File: config.mk
export PLATFORM = sky130hd
export DESIGN_NAME = utf8_stream_decoder
export DESIGN_NICKNAME = d
export VERILOG_FILES = /design/src/rtl/u8d_pkg.sv /design/src/rtl/utf8_stream_decoder.sv /design/src/rtl/u8d_step.sv
export SDC_FILE = /design/constraint.sdc
export NUM_CORES = 1
export LEC_CHECK = 0
export ABC_CLOCK_PERIOD_IN_PS = 2230
export BUFFER_PORTS_ARGS = -buffer_cell sky130_fd_sc_hd__buf_2
export CAP_MARGIN = 20
export CELL_PAD_IN_SITES_DETAIL_PLACEMENT = 1
export CELL_PAD_IN_SITES_GLOBAL_PLACEMENT = 1
export CORE_MARGIN = 2
export CORE_UTILIZATION = 35
export DETAILED_ROUTE_END_ITERATION = 10
export GPL_TIMING_DRIVEN = 0
export PLACE_DENSITY = 0.67
export SKIP_LAST_GASP = 1
export SLEW_MARGIN = 0
export SYNTH_ARGS = -nofsm -noshare
export SYNTH_HDL_FRONTEND = slang
export SYNTH_HIERARCHICAL = 1
export SYNTH_SLANG_ARGS = --single-unit
export TNS_END_PERCENT = 100
File: constraint.sdc
create_clock -name i_clk -period 2.23 [get_ports i_clk]
set_input_delay 0.223 -clock i_clk [delete_from_list [all_inputs] [get_ports i_clk]]
set_output_delay 0.223 -clock i_clk [all_outputs]
set_load 0.05 [all_outputs]
File: src/rtl/u8d_pkg.sv
// u8d_pkg: shared types and constants for the utf-8 stream decoder
// status codes, decoder state and result structs, lead byte thresholds
// no dependencies
package u8d_pkg;

    typedef enum logic [1:0] {
        ST_COMPLETE = 2'd0,
        ST_MORE     = 2'd1,
        ST_ILLEGAL  = 2'd2,
        ST_END      = 2'd3
    } t_status;

    localparam int CpWidth  = 31;
    localparam int LenWidth = 3;

    // lead byte lower bounds, highest length first
    localparam logic [7:0] LeadBad  = 8'hFE;
    localparam logic [7:0] Lead6    = 8'hFC;
    localparam logic [7:0] Lead5    = 8'hF8;
    localparam logic [7:0] Lead4    = 8'hF0;
    localparam logic [7:0] Lead3    = 8'hE0;
    localparam logic [7:0] Lead2    = 8'hC0;
    localparam logic [7:0] ContBase = 8'h80;

    localparam logic [1:0] ContTag = 2'b10;

    typedef struct packed {
        logic [LenWidth-1:0] remaining;
        logic [CpWidth-1:0]  acc;
        logic [LenWidth-1:0] total;
    } t_dec_state;

    typedef struct packed {
        logic [CpWidth-1:0]  code_point;
        logic [LenWidth-1:0] seq_length;
        t_status             status;
    } t_dec_result;

endpackage

File: src/rtl/utf8_stream_decoder.sv
// a beat moves from the input register into the result register
// throughput: one byte per cycle; the input register, the decode logic and
// the result register advance together whenever the result register is free
// reset (synchronous, active low): pipeline empty, decoder idle with
// no sequence in progress and a cleared accumulator
module utf8_stream_decoder #(
    parameter int MAX_SEQ_BYTES = 6
) (
    input  logic        i_clk,
    input  logic        i_rst_n,
    input  logic        i_valid,
    output logic        o_stall,
    input  logic [7:0]  i_data_byte,
    input  logic        i_flush,
    output logic        o_valid,
    input  logic        i_stall,
    output logic [30:0] o_code_point,
    output logic [2:0]  o_seq_length,
    output logic [1:0]  o_status
);

    logic                  r_in_valid;
    logic [7:0]            r_byte;
    logic                  r_flush;
    u8d_pkg::t_dec_state   r_state;
    u8d_pkg::t_dec_state   n_state;
    u8d_pkg::t_dec_result  n_result;
    u8d_pkg::t_dec_result  r_result;
    logic                  r_out_valid;
    logic                  out_free;
    logic                  advance;

    assign out_free = !r_out_valid || !i_stall;
    assign advance  = r_in_valid && out_free;
    assign o_stall  = r_in_valid && !out_free;

    u8d_step #(
        .MAX_SEQ_BYTES(MAX_SEQ_BYTES)
    ) u_step (
        .i_data_byte(r_byte),
        .i_flush    (r_flush),
        .i_state    (r_state),
        .o_state    (n_state),
        .o_result   (n_result)
    );

    always_ff @(posedge i_clk) begin
        if (!i_rst_n) begin
            r_in_valid  <= 1'b0;
            r_out_valid <= 1'b0;
            r_state     <= '{remaining: '0, acc: '0, total: '0};
        end else begin
            if (!o_stall) begin
                r_in_valid <= i_valid;
            end
            if (out_free) begin
                r_out_valid <= r_in_valid;
            end
            if (advance) begin
                r_state <= n_state;
            end
        end
    end

    always_ff @(posedge i_clk) begin
        if (i_valid && !o_stall) begin
            r_byte  <= i_data_byte;
            r_flush <= i_flush;
        end
        if (advance) begin
            r_result <= n_result;
        end
    end

    assign o_valid      = r_out_valid;
    assign o_code_point = r_result.code_point;
    assign o_seq_length = r_result.seq_length;
    assign o_status     = r_result.status;

endmodule

File: src/rtl/u8d_step.sv
// u8d_step: combinational next-state and result logic for one beat
// lead decode, continuation check and six-bit accumulate
// depends on u8d_pkg
module u8d_step #(
    parameter int MAX_SEQ_BYTES = 6
) (
    input  logic [7:0]          i_data_byte,
    input  logic                i_flush,
    input  u8d_pkg::t_dec_state i_state,
    output u8d_pkg::t_dec_state o_state,
    output u8d_pkg::t_dec_result o_result
);

    localparam logic [2:0] MaxLen = 3'(MAX_SEQ_BYTES);

    logic [2:0]                   lead_len;
    logic [6:0]                   lead_payload;
    logic [u8d_pkg::CpWidth-1:0]  acc_shift;
    u8d_pkg::t_dec_state          idle_state;

    assign idle_state = '{remaining: '0, acc: '0, total: '0};
    assign acc_shift  = {i_state.acc[u8d_pkg::CpWidth-7:0], i_data_byte[5:0]};

    always_comb begin
        lead_len     = 3'd0;
        lead_payload = 7'd0;
        if (i_data_byte >= u8d_pkg::LeadBad) begin
            lead_len = 3'd0;
        end else if (i_data_byte >= u8d_pkg::Lead6) begin
            lead_len     = 3'd6;
            lead_payload = {6'd0, i_data_byte[0]};
        end else if (i_data_byte >= u8d_pkg::Lead5) begin
            lead_len     = 3'd5;
            lead_payload = {5'd0, i_data_byte[1:0]};
        end else if (i_data_byte >= u8d_pkg::Lead4) begin
            lead_len     = 3'd4;
            lead_payload = {4'd0, i_data_byte[2:0]};
        end else if (i_data_byte >= u8d_pkg::Lead3) begin
            lead_len     = 3'd3;
            lead_payload = {3'd0, i_data_byte[3:0]};
        end else if (i_data_byte >= u8d_pkg::Lead2) begin
            lead_len     = 3'd2;
            lead_payload = {2'd0, i_data_byte[4:0]};
        end else if (i_data_byte < u8d_pkg::ContBase) begin
            lead_len     = 3'd1;
            lead_payload = i_data_byte[6:0];
        end
    end

    always_comb begin
        o_state  = i_state;
        o_result = '{code_point: '0, seq_length: '0, status: u8d_pkg::ST_MORE};
        if (i_flush) begin
            o_state = idle_state;
            if (i_state.remaining != 3'd0) begin
                o_result.status = u8d_pkg::ST_ILLEGAL;
            end else begin
                o_result.status = u8d_pkg::ST_END;
            end
        end else if (i_state.remaining == 3'd0) begin
            if (lead_len == 3'd0 || lead_len > MaxLen) begin
                o_state         = idle_state;
                o_result.status = u8d_pkg::ST_ILLEGAL;
            end else if (lead_len == 3'd1) begin
                o_state             = idle_state;
                o_result.code_point = {24'd0, lead_payload};
                o_result.seq_length = 3'd1;
                o_result.status     = u8d_pkg::ST_COMPLETE;
            end else begin
                o_state.remaining = lead_len - 3'd1;
                o_state.acc       = {24'd0, lead_payload};
                o_state.total     = lead_len;
            end
        end else if (i_data_byte[7:6] != u8d_pkg::ContTag) begin
            // bad continuation is consumed, never re-read as a lead
            o_state         = idle_state;
            o_result.status = u8d_pkg::ST_ILLEGAL;
        end else if (i_state.remaining == 3'd1) begin
            o_state             = idle_state;
            o_result.code_point = acc_shift;
            o_result.seq_length = i_state.total;
            o_result.status     = u8d_pkg::ST_COMPLETE;
        end else begin
            o_state.remaining = i_state.remaining - 3'd1;
            o_state.acc       = acc_shift;
        end
    end

endmodule

==> summary.txt <==
Power and ir drop
  • Total Power: about 3.3 mW
  • Peak supply drop: 0.2703 mV
  • P_leak: ~1.8 nW
  • Power density over the cells: 739.9 nW/um2

Drt
  • Starting DRT DRC Count: between 90 and 100
  • Vias: between 2000 and 3000
  • Wirelength, routed: between 8000 and 9000 um
  • DR pass1 iterations: 4
  • DRT antenna net count: 0
  • DR WL/cell: 15.87 um
  • Residual DRC count: 0
  • Via-to-Cell Ratio: 4.951

Placement
  • Placed insts: between 500 and 600
  • Place WS: -0.6864 ns
  • DP HPWL: 6068 um
  • DP Area: 4075 um2
  • Port Buf Inserts: 49
  • RePlAce Congestion: 0.8649

STA
  • Slew HR: 0.4347
  • Worst Clk Skew: 0.009598 ns
  • Total negative slack: 0 ns
  • RSZ-0062 raised after global routing: true
  • Final Hold Viols: 0
  • Fmax: 454.7 MHz
  • Final period util: 0.9863
  • Worst-margin pin slew: 0.8462 ns
  • Final worst slack: 0.03066 ns
  • Setup-failing EPs final: 0
  • Period minus WS final: 2.199 ns
  • Max Slew Vio Count: 0

Final layout
  • Filler cell count: 1161
  • FF+latch area: 2012 um2
  • Area occupied by multi-input gates: 1541 um2
  • Layout cells sized above 1: 0.2488
  • Final instance area: 4472 um2
  • Final Net Count: 433
  • N_diodes: 0
  • Area Growth Syn to Fin: 22.19%
  • Post-route insts no fill: between 500 and 600

Floorplanning
  • Die X: between 100 and 150 um
  • Die Area: ~11000 um2
  • Num ports: 51
  • Height of the die: 106.3 um
  • CORE AREA: 10230 um2
  • Initial Util: 0.3577
  • FP Rows: 37

Worst hold path
  • Hold WC Path Type: input port to register

Global routing
  • First-pass GRT wire length: between 10000 and 15000 um
  • Vias in the first global route: 2831
  • GR Util All Layers: 0.1594
  • Initial antenna violation count: 0
  • Largest net degree at the start of global routing: 46
  • GRT overflow: 0

Clock network
  • Later-pin clock latency in the skew report: 0.36 ns
  • Clock sink count: a little under 80
  • CTS Buf Count: 9
  • CTS Root Cell: clkbuf_8
  • Clock buffer depth: 2
  • CTS tree: yes
  • H-tree Lvls: 3
  • Clock-pin slew of the registers on the worst-case setup and hold paths: 0.09 ns

Logic synthesis
  • Avg Inst Size Synth: 10.64 um2
  • Syn Nets: about 360
  • Cells after synthesis: 344
  • Syn. warnings: 6
  • Synth Cell Area: 3660 um2

Critical path
  • Crit path arrival time: around 2.5 ns
  • WS Path Type: register to register
  • Critical path launch point type: register
  • CP endpoint kind: register
  • CP max FO: 9
  • WP data required: 2.51 ns

Run
  • Max Cap Viol: 0

Status
  • Status: complete, no violations
-- stage by stage --
| step | hold slack, ns | utilization |
|---|---|---|
| floorplan | 0.3219 | - |
| global placement | 0.3996 | 0.3983 |
| detailed placement | 0.4024 | 0.3983 |
| CTS | 0.01874 | 0.4280 |
| global route | 0.02066 | 0.4371 |
| finish | 0.03075 | 0.4371 |
-- layout make-up --
| class | count | share of cell area |
|---|---|---|
| plain buffers | 22 | 0.03330 |
| repair buffers | 59 | 0.07163 |
| clock buffers | 9 | 0.02770 |
| inverters | 9 | 0.007555 |
| clock inverters | 7 | 0.02714 |
| well taps | 136 | 0.03805 |
| multi-input cells | 234 | 0.3447 |
| flip-flops and latches | 78 | 0.4499 |
-- power breakdown --
group / internal, mW / total, mW / switching (mW)
Clock: 0.749 / 1.31 / 0.561
Sequential: 1.57 / 1.59 / 0.0209
Combinational: 0.131 / 0.412 / 0.281
-- worst max-delay path, stage by stage (launching register included) --
cell and delay (ns):
dfxtp_1 0.36, inv_1 0.11, ha_2 0.27, or3b_1 0.39, buf_6 0.17, a211oi_4 0.24, nand3_1 0.11, a21oi_1 0.24
nand2_1 0.10, mux2i_1 0.15
-- metal layers --
metal,wire length (um),part of all wire,up-vias,global-route usage
met5,0,0,-,0
met4,164,0.019,0,0.06861
met3,262,0.030,13,0.02759
met2,4486,0.51,56,0.2766
met1,3881,0.44,1340,0.1942
li1,-,-,1334,-
-- cell usage in the layout (no fill, tap or decap), types with 3 or more instances in the layout --
master / count
a21oi_1: 9
and2_1: 22
and3_1: 28
buf_2: 55
buf_4: 13
bufinv_16: 3
clkbuf_1: 9
clkbuf_8: 9
dfxtp_1: 33
edfxtp_1: 45
ha_1: 3
ha_2: 4
inv_1: 9
mux2i_1: 31
nand2_1: 75
nand3_1: 3
nor2_1: 9
nor2b_1: 3
o211ai_1: 3
o21ai_0: 7
-- path summary, 6_finish.rpt --
check | startpoint | endpoint | slack [ns] | cells past startpoint
hold reg to reg | r_state[26] | r_state[26] | 0.45 | 2
setup reg to reg | r_state[34] | r_state[5] | 0.03 | 9
setup / recovery | r_state[34] | r_state[5] | 0.03 | 9
hold / removal | i_data_byte[1] | r_byte[1] | 0.03 | 1
-- state kept, by name (all words and copies together), names as in the netlist --
| name | cells |
|---|---|
| r_byte | 8 |
| o_status | 2 |
| o_seq_length | 3 |
| o_valid | 1 |
| r_flush | 1 |
| r_in_valid | 1 |
| r_state | 31 |
| o_code_point | 31 |
-- timing repair --
item                                    in CTS  in global routing
hold endpoints to repair                     0                  0
endpoints found under the setup margin      40                 15
resized for setup                            8                 12
setup buffers                                4                  6
pin swaps                                    4                  5
hold buffers                                 0                  0
No activity file was read; power rests on OpenSTA's default activity.
